`src/rtl/assert_macros.svh`:
```
// Assertion macros shared by the RTL modules.
`ifndef ASSERT_MACROS_SVH
`define ASSERT_MACROS_SVH

// Property must hold at every clock edge outside reset.
`define BDQ_ASSERT(label, prop, msg) \
  label: assert property (@(posedge clk) disable iff (!rst_n) (prop)) else $error(msg);

// When ante holds, cons must hold in the same cycle.
`define BDQ_ASSERT_IMPL(label, ante, cons, msg) \
  label: assert property (@(posedge clk) disable iff (!rst_n) (ante) |-> (cons)) \
    else $error(msg);

`endif

```
`src/rtl/bdq_pkg.sv`:
```
// Types, codes and defaults for the bounded double-ended queue.
package bdq_pkg;

  localparam int CAPACITY_DEF = 16;

  // Internal command queue between front and back.
  localparam int CMDQ_DEPTH = 2;
  localparam int CMDQ_AW    = 1;
  localparam int CMDQ_CW    = 2;

  localparam logic [2:0] ACT_PUSH_FRONT = 3'd0;
  localparam logic [2:0] ACT_PUSH_BACK  = 3'd1;
  localparam logic [2:0] ACT_POP_FRONT  = 3'd2;
  localparam logic [2:0] ACT_POP_BACK   = 3'd3;
  localparam logic [2:0] ACT_DUMP       = 3'd4;

  localparam logic [1:0] STAT_OK    = 2'd0;
  localparam logic [1:0] STAT_EMPTY = 2'd1;
  localparam logic [1:0] STAT_FULL  = 2'd2;

  typedef struct packed {
    logic [2:0]         action;
    logic signed [31:0] value;
  } in_item_t;

  typedef struct packed {
    logic signed [31:0] word;
    logic [1:0]         status;
    logic [4:0]         occupancy;
    logic               last;
  } out_item_t;

  typedef enum logic [2:0] {
    OP_PUSH_FRONT,
    OP_PUSH_BACK,
    OP_POP_FRONT,
    OP_POP_BACK,
    OP_DUMP
  } op_t;

  // Head of the command queue as seen by the back end.
  typedef struct packed {
    logic               valid;
    op_t                op;
    logic signed [31:0] value;
  } cmd_head_t;

  typedef struct packed {
    op_t                op;
    logic signed [31:0] value;
  } cmd_t;

  typedef enum logic [1:0] {
    BK_IDLE,
    BK_POP,
    BK_DUMP
  } back_state_t;

endpackage

```
`src/rtl/bdq_ram.sv`:
```
// Generic single-write, single-read RAM with registered read data.
module bdq_ram #(
  parameter int WIDTH = 32,
  parameter int DEPTH = 16
) (
  input  logic                     clk,
  input  logic                     wr_en,
  input  logic [$clog2(DEPTH)-1:0] wr_addr,
  input  logic [WIDTH-1:0]         wr_data,
  input  logic                     rd_en,
  input  logic [$clog2(DEPTH)-1:0] rd_addr,
  output logic [WIDTH-1:0]         rd_data
);

  logic [WIDTH-1:0] mem_r [DEPTH];
  logic [WIDTH-1:0] rd_data_r;

  always_ff @(posedge clk) begin
    if (wr_en) begin
      mem_r[wr_addr] <= wr_data;
    end
    if (rd_en) begin
      rd_data_r <= mem_r[rd_addr];
    end
  end

  assign rd_data = rd_data_r;

endmodule

```
`src/rtl/bdq_front.sv`:
```
// Front end: accepts requests, decodes the action, queues commands.
`include "assert_macros.svh"

module bdq_front
  import bdq_pkg::*;
(
  input  logic      clk,
  input  logic      rst_n,
  input  logic      in_push,
  output logic      in_full,
  input  in_item_t  in_item,
  output cmd_head_t head,
  input  logic      head_take
);

  cmd_t                 q_r [CMDQ_DEPTH];
  logic [CMDQ_AW-1:0]   wr_ptr_r, wr_ptr_nxt;
  logic [CMDQ_AW-1:0]   rd_ptr_r, rd_ptr_nxt;
  logic [CMDQ_CW-1:0]   cnt_r, cnt_nxt;
  logic                 acc;
  logic                 known;
  logic                 enq;
  logic                 deq;
  op_t                  op_dec;

  // Action decode; unknown codes are accepted and dropped.
  always_comb begin
    known  = 1'b1;
    op_dec = OP_PUSH_FRONT;
    unique case (in_item.action)
      ACT_PUSH_FRONT: op_dec = OP_PUSH_FRONT;
      ACT_PUSH_BACK:  op_dec = OP_PUSH_BACK;
      ACT_POP_FRONT:  op_dec = OP_POP_FRONT;
      ACT_POP_BACK:   op_dec = OP_POP_BACK;
      ACT_DUMP:       op_dec = OP_DUMP;
      default:        known  = 1'b0;
    endcase
  end

  assign in_full = (cnt_r == CMDQ_CW'(CMDQ_DEPTH));
  assign acc     = in_push && !in_full;
  assign enq     = acc && known;
  assign deq     = head_take && (cnt_r != '0);

  always_comb begin
    wr_ptr_nxt = enq ? wr_ptr_r + 1'b1 : wr_ptr_r;
    rd_ptr_nxt = deq ? rd_ptr_r + 1'b1 : rd_ptr_r;
    cnt_nxt    = cnt_r + CMDQ_CW'(enq) - CMDQ_CW'(deq);
  end

  always_ff @(posedge clk) begin
    if (!rst_n) begin
      wr_ptr_r <= '0;
      rd_ptr_r <= '0;
      cnt_r    <= '0;
    end else begin
      wr_ptr_r <= wr_ptr_nxt;
      rd_ptr_r <= rd_ptr_nxt;
      cnt_r    <= cnt_nxt;
    end
  end

  always_ff @(posedge clk) begin
    if (enq) begin
      q_r[wr_ptr_r] <= '{op: op_dec, value: in_item.value};
    end
  end

  assign head.valid = (cnt_r != '0);
  assign head.op    = q_r[rd_ptr_r].op;
  assign head.value = q_r[rd_ptr_r].value;

  `BDQ_ASSERT(a_cmdq_bound, cnt_r <= CMDQ_CW'(CMDQ_DEPTH), "command queue overfilled")
  `BDQ_ASSERT_IMPL(a_take_valid, head_take, cnt_r != '0, "take from empty command queue")

endmodule

```
`src/rtl/bdq_back.sv`:
```
// Back end: ring store, command execution and result register.
`include "assert_macros.svh"

module bdq_back
  import bdq_pkg::*;
#(
  parameter int CAPACITY = CAPACITY_DEF
) (
  input  logic      clk,
  input  logic      rst_n,
  input  cmd_head_t head,
  output logic      head_take,
  output logic      out_valid,
  output out_item_t out_item,
  input  logic      out_take
);

  localparam int IDX_W = $clog2(CAPACITY);
  localparam int CNT_W = $clog2(CAPACITY + 1);
  localparam logic [IDX_W-1:0] LAST_IDX = IDX_W'(CAPACITY - 1);
  localparam logic [CNT_W-1:0] FULL_CNT = CNT_W'(CAPACITY);
  localparam logic [CNT_W:0]   SUM_CAP  = (CNT_W + 1)'(CAPACITY);

  back_state_t      state_r, state_nxt;
  logic [IDX_W-1:0] front_r, front_nxt;
  logic [CNT_W-1:0] count_r, count_nxt;
  logic [IDX_W-1:0] ptr_r, ptr_nxt;
  logic [CNT_W-1:0] rem_r, rem_nxt;
  logic             out_valid_r;
  out_item_t        out_item_r;
  out_item_t        res;
  logic             load;
  logic             out_free;
  logic             q_empty;
  logic             q_full;
  logic             ram_we;
  logic [IDX_W-1:0] ram_waddr;
  logic             ram_re;
  logic [IDX_W-1:0] ram_raddr;
  logic [31:0]      ram_rdata;

  function automatic logic [IDX_W-1:0] inc_idx(input logic [IDX_W-1:0] i);
    return (i == LAST_IDX) ? '0 : i + 1'b1;
  endfunction

  function automatic logic [IDX_W-1:0] dec_idx(input logic [IDX_W-1:0] i);
    return (i == '0) ? LAST_IDX : i - 1'b1;
  endfunction

  // front + offset, both below CAPACITY-ish, so one subtract wraps it
  function automatic logic [IDX_W-1:0] wrap_idx(input logic [IDX_W-1:0] f,
                                                input logic [CNT_W-1:0] n);
    logic [CNT_W:0] s;
    s = (CNT_W + 1)'(f) + (CNT_W + 1)'(n);
    if (s >= SUM_CAP) begin
      s = s - SUM_CAP;
    end
    return s[IDX_W-1:0];
  endfunction

  assign q_empty  = (count_r == '0);
  assign q_full   = (count_r == FULL_CNT);
  assign out_free = !out_valid_r || out_take;

  // Next state
  always_comb begin
    state_nxt = state_r;
    unique case (state_r)
      BK_IDLE: begin
        if (head.valid && !q_empty) begin
          if (head.op == OP_POP_FRONT || head.op == OP_POP_BACK) begin
            state_nxt = BK_POP;
          end else if (head.op == OP_DUMP) begin
            state_nxt = BK_DUMP;
          end
        end
      end
      BK_POP: begin
        if (out_free) begin
          state_nxt = BK_IDLE;
        end
      end
      BK_DUMP: begin
        if (out_free && rem_r == CNT_W'(1)) begin
          state_nxt = BK_IDLE;
        end
      end
      default: state_nxt = BK_IDLE;
    endcase
  end

  // Datapath and outputs
  always_comb begin
    head_take = 1'b0;
    load      = 1'b0;
    ram_we    = 1'b0;
    ram_waddr = front_r;
    ram_re    = 1'b0;
    ram_raddr = front_r;
    front_nxt = front_r;
    count_nxt = count_r;
    ptr_nxt   = ptr_r;
    rem_nxt   = rem_r;
    res       = '{word: '0, status: STAT_OK, occupancy: 5'(count_r), last: 1'b1};
    unique case (state_r)
      BK_IDLE: begin
        if (head.valid) begin
          unique case (head.op)
            OP_PUSH_FRONT, OP_PUSH_BACK: begin
              if (out_free) begin
                load      = 1'b1;
                head_take = 1'b1;
                if (q_full) begin
                  res.status = STAT_FULL;
                end else begin
                  ram_we = 1'b1;
                  if (head.op == OP_PUSH_FRONT) begin
                    front_nxt = dec_idx(front_r);
                    ram_waddr = dec_idx(front_r);
                  end else begin
                    ram_waddr = wrap_idx(front_r, count_r);
                  end
                  count_nxt     = count_r + 1'b1;
                  res.occupancy = 5'(count_r + 1'b1);
                end
              end
            end
            OP_POP_FRONT, OP_POP_BACK, OP_DUMP: begin
              if (q_empty) begin
                if (out_free) begin
                  load       = 1'b1;
                  head_take  = 1'b1;
                  res.status = STAT_EMPTY;
                end
              end else begin
                ram_re = 1'b1;
                if (head.op == OP_POP_FRONT) begin
                  ram_raddr = front_r;
                  front_nxt = inc_idx(front_r);
                  count_nxt = count_r - 1'b1;
                end else if (head.op == OP_POP_BACK) begin
                  ram_raddr = wrap_idx(front_r, count_r - 1'b1);
                  count_nxt = count_r - 1'b1;
                end else begin
                  ram_raddr = front_r;
                  ptr_nxt   = inc_idx(front_r);
                  rem_nxt   = count_r;
                end
              end
            end
            default: ;
          endcase
        end
      end
      BK_POP: begin
        if (out_free) begin
          load      = 1'b1;
          head_take = 1'b1;
          res.word  = ram_rdata;
        end
      end
      BK_DUMP: begin
        if (out_free) begin
          load     = 1'b1;
          res.word = ram_rdata;
          res.last = (rem_r == CNT_W'(1));
          if (rem_r == CNT_W'(1)) begin
            head_take = 1'b1;
          end else begin
            ram_re    = 1'b1;
            ram_raddr = ptr_r;
            ptr_nxt   = inc_idx(ptr_r);
            rem_nxt   = rem_r - 1'b1;
          end
        end
      end
      default: ;
    endcase
  end

  always_ff @(posedge clk) begin
    if (!rst_n) begin
      state_r     <= BK_IDLE;
      front_r     <= '0;
      count_r     <= '0;
      ptr_r       <= '0;
      rem_r       <= '0;
      out_valid_r <= 1'b0;
    end else begin
      state_r <= state_nxt;
      front_r <= front_nxt;
      count_r <= count_nxt;
      ptr_r   <= ptr_nxt;
      rem_r   <= rem_nxt;
      if (load) begin
        out_valid_r <= 1'b1;
      end else if (out_take) begin
        out_valid_r <= 1'b0;
      end
    end
  end

  always_ff @(posedge clk) begin
    if (load) begin
      out_item_r <= res;
    end
  end

  bdq_ram #(
    .WIDTH(32),
    .DEPTH(CAPACITY)
  ) u_slots (
    .clk     (clk),
    .wr_en   (ram_we),
    .wr_addr (ram_waddr),
    .wr_data (head.value),
    .rd_en   (ram_re),
    .rd_addr (ram_raddr),
    .rd_data (ram_rdata)
  );

  assign out_valid = out_valid_r;
  assign out_item  = out_item_r;

  `BDQ_ASSERT(a_count_bound, count_r <= FULL_CNT, "count above capacity")
  `BDQ_ASSERT_IMPL(a_dump_rem, state_r == BK_DUMP, rem_r != '0 && rem_r <= count_r,
                   "dump walk out of range")
  `BDQ_ASSERT_IMPL(a_no_overwrite, load, out_free, "result register overwritten")

endmodule

```
`src/rtl/bounded_double_ended_queue_top.sv`:
```
// Top level of the bounded double-ended queue.
//
// Input channel (queue style): drive in_item and raise in_push; a request is
// taken at a clock edge where in_push is high and in_full is low. Actions:
// push front, push back, pop front, pop back, dump. Undefined action codes
// are taken and dropped without a result.
// Result channel (queue style): while out_empty is low, out_item holds the
// oldest result; it is taken at an edge where out_pop is high.
// A push result, or the error result of a pop or dump on an empty deque,
// passes through the command queue and the result register; a pop result and
// the first word of a dump also pass through the registered slot RAM read.
// Push and error requests complete in the idle state; a pop also passes the
// POP state, for the registered read of the slot RAM; a dump gives one stored
// word per cycle while results are taken. Both hold the back end until done.
// A two-entry command queue separates request decode from execution, so new
// requests keep arriving while the back end waits on a stalled receiver; when
// results are not popped the result register holds and the command queue fills,
// which raises in_full.
// Reset (rst_n low, synchronous) empties the deque, the command queue and the
// result register; slot contents are not cleared and are never read unwritten.
`include "assert_macros.svh"

module bounded_double_ended_queue_top
  import bdq_pkg::*;
#(
  parameter int CAPACITY = CAPACITY_DEF
) (
  input  logic      clk,
  input  logic      rst_n,
  input  logic      in_push,
  output logic      in_full,
  input  in_item_t  in_item,
  output logic      out_empty,
  input  logic      out_pop,
  output out_item_t out_item
);

  cmd_head_t head;
  logic      head_take;
  logic      out_valid;
  logic      out_take;

  // Result is taken only when one is actually waiting.
  assign out_take  = out_pop && out_valid;
  assign out_empty = !out_valid;

  bdq_front u_front (
    .clk       (clk),
    .rst_n     (rst_n),
    .in_push   (in_push),
    .in_full   (in_full),
    .in_item   (in_item),
    .head      (head),
    .head_take (head_take)
  );

  bdq_back #(
    .CAPACITY(CAPACITY)
  ) u_back (
    .clk       (clk),
    .rst_n     (rst_n),
    .head      (head),
    .head_take (head_take),
    .out_valid (out_valid),
    .out_item  (out_item),
    .out_take  (out_take)
  );

  // Every result carries a legal status code.
  `BDQ_ASSERT_IMPL(a_status_code, !out_empty,
                   out_item.status == STAT_OK || out_item.status == STAT_EMPTY ||
                   out_item.status == STAT_FULL, "illegal status on result")

endmodule
```
`config.mk`:
```
export PLATFORM = sky130hd
export DESIGN_NAME = bounded_double_ended_queue_top
export DESIGN_NICKNAME = d
export VERILOG_FILES = /design/src/rtl/bdq_pkg.sv /design/src/rtl/bdq_ram.sv /design/src/rtl/bdq_front.sv /design/src/rtl/bdq_back.sv /design/src/rtl/bounded_double_ended_queue_top.sv
export VERILOG_INCLUDE_DIRS = /design/src /design/src/rtl
export SDC_FILE = /design/constraint.sdc
export NUM_CORES = 1
export LEC_CHECK = 0
export BUFFER_PORTS_ARGS = -buffer_cell sky130_fd_sc_hd__buf_2
export CORE_MARGIN = 3
export CORE_UTILIZATION = 25
export DETAILED_ROUTE_END_ITERATION = 16
export MAX_ROUTING_LAYER = met4
export PLACE_DENSITY_LB_ADDON = 0.05
export SETUP_SLACK_MARGIN = 0.05
export SLEW_MARGIN = 5
export SYNTH_ARGS = -nofsm -noshare
export SYNTH_HDL_FRONTEND = slang
export SYNTH_SLANG_ARGS = --single-unit
```
`constraint.sdc`:
```
create_clock -name clk -period 5.88 [get_ports clk]
set_input_delay 1.176 -clock clk [delete_from_list [all_inputs] [get_ports clk]]
set_output_delay 1.176 -clock clk [all_outputs]
set_load 0.005 [all_outputs]
```
==> Word-level counts from Yosys, hierarchy flattened <==
Memory sizes are Yosys's and may differ from the RTL's. A register that Yosys moved wholly into a read port is not among the register bits.
Cells that the tools add are included.
{ "totals": {"mem_count": 2, "in_bits": 39, "mem_bits_rw": 582, "reg_bits": 65} }
{ "classes": {"eq_ne": 32, "n_addsub": 14, "magnitude_cmp": 2, "reduce_logical": 31, "mux": 90} }
{ "mem_list": {"columns": ["memory", "depth", "word_bits", "rd", "rd_ports_with_merged_regs", "wr", "line_no", "rtl"], "rows": [
  ["u_back.u_slots.mem_r", 16, 32, 1, 1, 1, "bdq_ram.sv:15", "logic [WIDTH-1:0] mem_r [DEPTH];"],
  ["u_front.q_r", 2, 35, 1, 1, 1, "bdq_front.sv:16", "cmd_t q_r [CMDQ_DEPTH];"]
]} }
{ "op_table": {"columns": ["op", "count"], "rows": [
  ["$mux W4", 30],
  ["$mux W5", 15],
  ["$mux W1", 25],
  ["$pmux W4 S2", 3],
  ["$pmux W5 S2", 2],
  ["$ne A2 B1 Y1 const B", 8],
  ["$reduce_and A8 Y1", 2],
  ["$mux W2", 7],
  ["$ne A2 B2 Y1 const B", 7],
  ["$add A4 B5 Y6", 2],
  ["$eq A3 B2 Y1 const B", 4],
  ["$ge A6 B5 Y1 const B", 2],
  ["$pmux W3 S4", 1],
  ["$sub A4 B1 Y4 const B", 3],
  ["$sub A5 B1 Y5 const B", 2],
  ["$add A4 B1 Y4 const B", 2],
  ["$eq A4 B4 Y1 const B", 2],
  ["$reduce_bool A2 Y1", 4],
  ["$mux W7", 1],
  ["$eq A3 B1 Y1 const B", 2],
  ["$eq A3 B3 Y1 const B", 2],
  ["$logic_and A1 B1 Y1", 6],
  ["$logic_not A3 Y1", 2],
  ["$ne A3 B1 Y1 const B", 2],
  ["23 further kinds", 33]
]} }

==> Longest topological paths before layout <==
Gate-level depths: netlist of the first run.
{ "logic_depth": {"ltp_word": 10, "mapped_depth": 13, "ltp_nobuf": 12} }

==> By module <==
Synthesis of the first run repeated with hierarchy kept, for this count alone.
{ "unflattened": {"hier_cells": 1337, "area_unflattened_um2": 26759.4} }
{ "modules_own_cells": {"columns": ["module", "seq_area_each_um2", "instances", "area_per_inst_um2", "cells_each"], "rows": [
  ["bdq_ram", 16335.7, 1, 20155.6, 838],
  ["bdq_back", 1621.6, 1, 3633.5, 357],
  ["bdq_front", 2202.1, 1, 2960.3, 140],
  ["bounded_double_ended_queue_top", 0.0, 1, 10.0, 2]
]} }

==> Worst setup path before layout of the first run <==
No wires, ideal clock.
{ "synth_timing": {"kind": "input-to-reg", "from": "in out_pop", "to": "reg u_back.out_item_r, in the netlist u_back.out_item[0], enable pin", "path_slack_ps": 1455, "n_path_buf": 1, "cell_stages": 6, "arrival_ps": 3973, "setup_ps": 453, "required_ps": 5427, "cell_sequence": "nand2b_1 clkbuf_1 nand2_1 nor3_1 nor2_1 a21oi_1"} }
{ "synth_between": {"elab_chain_len": 7} }
{ "synth_rtl": {"columns": ["element", "line_no", "rtl"], "rows": [
  ["start, declared", "bounded_double_ended_queue_top.sv:34", "input logic out_pop,"],
  ["$logic_and A1 B1 Y1 (*)", "bounded_double_ended_queue_top.sv:44", "assign out_take = out_pop && out_valid;"],
  ["$logic_or A1 B1 Y1 (*)", "bdq_back.sv:63", "assign out_free = !out_valid_r || out_take;"],
  ["$mux W1 (*)", null, null],
  ["$mux W1", "bdq_back.sv:129", "if (q_empty) begin"],
  ["$pmux W1 S2", "bdq_back.sv:108", "unique case (head.op)"],
  ["$mux W1", "bdq_back.sv:107", "if (head.valid) begin"],
  ["$pmux W1 S2 (*)", "bdq_back.sv:105", "unique case (state_r)"],
  ["named net u_back.load", "bdq_back.sv:32", "logic load;"],
  ["end signal, assigned", "bdq_back.sv:205", "out_item_r <= res;"],
  ["end, declared", "bdq_back.sv:30", "out_item_t out_item_r;"]
]} }
Mark *: on every way through the listed nets, which the timed path passes. The rest lies on a longest branch.
A chain may end at the register's enable or synchronous reset.

==> results.toml, run 1 <==
[drt]
wl_per_cell_um = 24.0
vias = 16700
drt_first_iter_violations = 1143
ant_nets = 0
drt_wl_total_um = 86400
drt-pass1-iter-count = 5
viasPerCell = 4.63
drc = 0

[outcome]
outcome = "completed"

[floorplanning]
dieArea_sq_um = 114000
die_x_um = 338
die-height_um = 338
start_util = 0.253
num_rows = 121
core_area_sq_um = 109000
pin_count = 81

[worst_setup_path]
cp-end-kind = "flip-flop"
critPathKind = "flip-flop to flip-flop"
path_max_fanout = 25
critPathLaunchType = "flip-flop"
max_stage_delay_ps = 800
cp.arrival_ps = 4750
worstPathCellList = "mux2i_1 -> nand4_1 -> nor2_1 -> a21boi_0 -> a2bb2oi_1 -> nand2_1 -> nor2_4 -> buf_12"
worstPathRequired_ps = 6190
slowest_stage = "dfxtp_2"

[logic_synthesis]
yosys_warnings = 0
synth_top_family_by_area = "simple AND/OR/NAND/NOR gates"
synth-seq-cells = 680
yosys.area_share.adder = 0.0105
synth_edf_count = 654
synthCells = 1963
synth_cell_types = 78
synth-xor-area-share = 0.00571
syn-num-nets = 2024
synth-compound-area-share = 0.0991
synthMuxAreaShare = 0.0168
seq_area_frac_synth = 0.730
synthSimpleGateAreaFrac = 0.112
async_reset_ff_frac = 0
synth-main-ff-cell = "edfxtp_1"
syn_area_per_cell_sq_um = 14.1
synth_area_sq_um = 27600

[timing]
relSlewSlack = 0.344
final_hold_viol_count = 0
post-route-min-period_ps = 4440
period_share = 0.755
tightestPinTransition_ps = 981
clock.fmax_ghz = 0.225
tns_ps = 0
rsz0062_at_grt = "no"
skew_ps = 13.5
final-max-slew-violation-count = 0
setup_viol = 0

[clocking]
cts_made_buffers = 83
cts_setup_buffers = 0
cts_hold_buf = 0
clk_path_buf_depth = 3
clock_latency_ps = 630
root_buffer = "clkbuf_16"
htreeDepth = 3
cts_tree = "built"
post_cts_resized = 0
path_clk_slew_ps = 60
clock_sinks = 680

[placed_design]
dp_hpwl_um = 47200
dp_cells = 3452
io_buffer_count = 80
routabilityCongestion = 0.745

[global_route]
grt-ovfl-total = 0
met2_usage = 0.240
antenna_found_initial = 4
use_met1 = 0.209
grt_max_degree = 89
grt-busiest-layer = "met2"
groute.usage.overall = 0.153
grt_pass1_wl_um = 124000
grt_pass1_vias = 16900
grt_util_met3 = 0.0226

[finish]
layout_commonest_cell = "edfxtp_1"
finalNetCount = 2122
drive_gt1_frac = 0.167
final_cell_mix = "edfxtp_1, nand2_1, nand3_1, a21oi_1, clkbuf_16"
layout.cells.non_filler = 3601
syn2layout_area_growth_pct = 18.1

[job]
maxCapViolations = 0

[min_path]
hold_path.class = "flip-flop to flip-flop"

[power_and_ir_drop]
power.density_nw_per_um2 = 437
irDropWorstVdd_mv = 0.214
p_leak_nw = 10.6
synth_stat cells (7+ instances only):
library cell  instances  share of area
mux2_2               35          0.014
buf_6                 9         0.0037
clkbuf_1             47         0.0064
o21ai_0              21         0.0038
nand3_1             163          0.030
nor2b_1               9         0.0020
a21boi_0             62          0.017
and3_1               34         0.0077
o311ai_1             31         0.0098
ha_1                 20         0.0091
inv_1                23         0.0031
xnor2_1              15         0.0048
nor2_1               57         0.0077
mux2i_1               7         0.0025
buf_1                12         0.0016
nand2_1             390          0.053
dfxtp_1              26          0.019
a32oi_1              63          0.020
a21oi_1              89          0.016
a211oi_2             31          0.014
buf_2                58          0.011
nor3_1                8         0.0015
a211oi_1              8         0.0022
edfxtp_1            654           0.71
logic make-up after synthesis:
family,count (synthesis)
AND/OR/NAND/NOR,696
buffers and inverters,151
XOR/XNOR,18
flip-flops,680
AO/OA/AOI/OAI,354
multiplexers,42
adder cells (fa/ha/maj),22
stage by stage:
stage | util | instance area, sq um | setup WS, ps | power [mW] | hold slack (ps)
3_3_place_gp | 0.275 | 30100 | 1450 | 9.59 | 461
3_5_place_dp | 0.275 | 30100 | 1320 | 9.59 | 467
6_report | 0.298 | 32600 | 1440 | 14.3 | 478
5_1_grt | 0.298 | 32600 | 1080 | 15.0 | 496
2_1_floorplan | - | 27600 | 1450 | 8.21 | 445
4_1_cts | 0.298 | 32600 | 1300 | 14.6 | 476
final timing paths:
| path | from | endpoint | slack, ps | depth (start not counted) |
|---|---|---|---|---|
| worst min-delay path | u_back.rem_r[1]$_SDFFE_PN0P_ | u_back.rem_r[1]$_SDFFE_PN0P_ | 480 | 2 |
| worst max-delay path | flip-flop | u_back.u_slots.mem_r[14][24]$_DFFE_PP_ | 1440 | 8 |
| worst max register to register | flip-flop | u_back.u_slots.mem_r[14][24]$_DFFE_PP_ | 1440 | 8 |
| worst min register to register | u_back.rem_r[1]$_SDFFE_PN0P_ | u_back.rem_r[1]$_SDFFE_PN0P_ | 480 | 2 |
power by group:
part / switching, mW / leakage (nW) / internal [mW]
combinational: 2.23 / 3.24 / 1.01
clock: 1.99 / 1.25 / 2.87
sequential: 0.173 / 6.13 / 5.98
total: 4.40 / 10.6 / 9.86
worst max-delay path, delay by kind of cell, from the launching register on:
family | cells | cell delay, ps
flops | 1 | 800
simple gates | 4 | 1840
mux | 1 | 540
buf+inv | 1 | 320
compound gates | 2 | 570
area by class of cell:
| cell class | count | area [sq um] |
|---|---|---|
| diodes | 2 | 5.00 |
| clock buffers | 111 | 2280 |
| clock inverters | 36 | 270 |
| fillers | 11100 | 76700 |
| inverters | 24 | 90.1 |
| multi-input cells | 1132 | 6960 |
| flip-flops and latches | 680 | 20200 |
| well taps | 1476 | 1850 |
| repair buffers | 140 | 988 |
sequential cells by signal, indices dropped and copies added (netlist names), named ones only:
name and flops:
u_back.u_slots.mem_r 512, u_front.rd_ptr_r 1, u_back.out_item 40, u_front.wr_ptr_r 1, u_back.front_r 4, u_front.cnt_r 2
u_back.u_slots.rd_data 32, u_back.rem_r 5, u_front.q_r 70, u_back.ptr_r 4, u_back.count_r 5, u_back.out_valid 1
u_back.state_r 2
routing by layer:
layer	vias up	part of all wire
met5	-	0
met4	0	0.015
met3	88	0.036
met2	301	0.47
met1	8632	0.48
li1	7652	-
Note: power is estimated with default switching activity, not from simulation.
==> inputs of run 2 (changes only) <==
clock period = 3.9 ns   (was 5.88 ns; I/O delays follow)
==> results.toml, run 2 (synthesized netlist as in run 1, its figures left out) <==
[timing]
timing.final.ws_setup_ps = 256
final-max-slew-violation-count = 0
rsz0062_at_grt = "no"
tightestPinTransition_ps = 931
post-route-min-period_ps = 3640
final_hold_viol_count = 0
relSlewSlack = 0.379
period_share = 0.934
tns_ps = 0
clock.fmax_ghz = 0.274
skew_ps = 24.7
setup_viol = 0

[finish]
drive_gt1_frac = 0.183
final_cell_mix = "edfxtp_1, nand2_1, nand3_1, clkbuf_16, a21oi_1"
top_register = "u_back.u_slots.mem_r"
layout.cells.non_filler = 3634
fillers = 11000
layout_commonest_cell = "edfxtp_1"
utilization = 0.304
largest_register_ffs = 512
syn2layout_area_growth_pct = 20.2
finalNetCount = 2155

[placed_design]
place_ws_ps = 251
io_buffer_count = 80
routabilityCongestion = 0.746
dp_cells = 3483
dp_hpwl_um = 49200

[global_route]
grt_max_degree = 109
grt_pass1_wl_um = 125000
grt_pass1_vias = 17200
grt-ovfl-total = 0
groute.usage.overall = 0.154
antenna_found_initial = 5

[floorplanning]
core_area_sq_um = 109000
die-height_um = 338
start_util = 0.253
dieArea_sq_um = 114000
pin_count = 81
num_rows = 121
die_x_um = 338

[drt]
drt-pass1-iter-count = 5
drc = 0
drt_wl_total_um = 86800
vias = 16600
ant_nets = 0
viasPerCell = 4.57
wl_per_cell_um = 23.9
drt_first_iter_violations = 1088

[worst_setup_path]
r2r_slack_ps = 260
startpoint = "u_back.count_r[0]$_SDFFE_PN0P_"
critPathLaunchType = "flip-flop"
timing.rr.start = "u_back.count_r[0]$_SDFFE_PN0P_"
r2r-end = "u_back.u_slots.rd_data[31]$_DFFE_PP_"
path_max_fanout = 33
worstPathRequired_ps = 4270
critPathKind = "flip-flop to flip-flop"
reg2reg_depth = 10
cp.arrival_ps = 4010
cp-end-kind = "flip-flop"

[job]
maxCapViolations = 0

[clocking]
root_buffer = "clkbuf_16"
clock_latency_ps = 650
clk_path_buf_depth = 3
cts_setup_buffers = 0
path_clk_slew_ps = 60
cts_tree = "built"
htreeDepth = 3
clock_sinks = 680
cts_hold_buf = 0
cts_made_buffers = 84

[power_and_ir_drop]
irDropWorstVdd_mv = 0.342
power.density_nw_per_um2 = 656
p_leak_nw = 10.9

[min_path]
hold_end = "u_front.q_r[1][28]$_DFFE_PP_"
worstHoldStart = "in_item[28]"
hold_path.class = "primary input to flip-flop"
whs_path_depth = 1

[outcome]
outcome = "completed"
## run 2: repair_timing
| item | in CTS | in global routing |
|---|---|---|
| endpoints found under the setup margin | 0 | 7 |
| endpoints found under the hold margin | 0 | 0 |
| resized for setup | 0 | 3 |
## run 2: how the worst max path moves through the flow
stage                                            endpoint  depth (start not counted)
global route         u_back.u_slots.rd_data[20]$_DFFE_PP_                         10
finish               u_back.u_slots.rd_data[31]$_DFFE_PP_                         10
global placement      u_back.u_slots.rd_data[7]$_DFFE_PP_                         10
detailed placement    u_back.u_slots.rd_data[7]$_DFFE_PP_                         10
floorplan           u_back.u_slots.mem_r[11][0]$_DFFE_PP_                          9
CTS                   u_back.u_slots.rd_data[7]$_DFFE_PP_                         10
## run 2: area by class of cell
cell class / count / area (sq um) / area share
diodes: 1 / 2.50 / 0.0000754
multi-input cells: 1132 / 6960 / 0.210
inverters: 24 / 90.1 / 0.00271
flip-flops and latches: 680 / 20200 / 0.607
clock buffers: 101 / 2230 / 0.0672
well taps: 1476 / 1850 / 0.0556
repair buffers: 172 / 1530 / 0.0461
clock inverters: 48 / 375 / 0.0113
## run 2: power by group
group          internal (mW)  leakage, nW  switching (mW)
clock                   4.38         1.28            3.05
combinational           1.67         3.48            3.45
sequential              9.01         6.13           0.203
## run 2: per-stage QoR
stage	hold slack [ps]	total power, mW	instance area [sq um]
after global placement	464	14.6	30600
after CTS	256	22.2	33200
after floorplan	445	12.4	27600
after global routing	271	23.0	33200
after detailed placement	470	14.6	30600
final	323	21.8	33200
## run 2: routing by layer
| layer | vias up | track usage | share of wire |
|---|---|---|---|
| met5 | - | - | 0 |
| met4 | 0 | 0.0349 | 0.017 |
| met3 | 97 | 0.0236 | 0.032 |
| met2 | 255 | 0.250 | 0.48 |
| met1 | 8541 | 0.203 | 0.47 |
| li1 | 7712 | - | - |
## run 2: worst max-delay path: stages (launching register included)
cell and delay [ps]:
dfxtp_1 500, inv_1 220, ha_1 410, fa_1 590
inv_1 60, a32o_4 420, nor2_4 230, buf_6 410
nand3_1 130, a32oi_1 220, o311ai_1 140
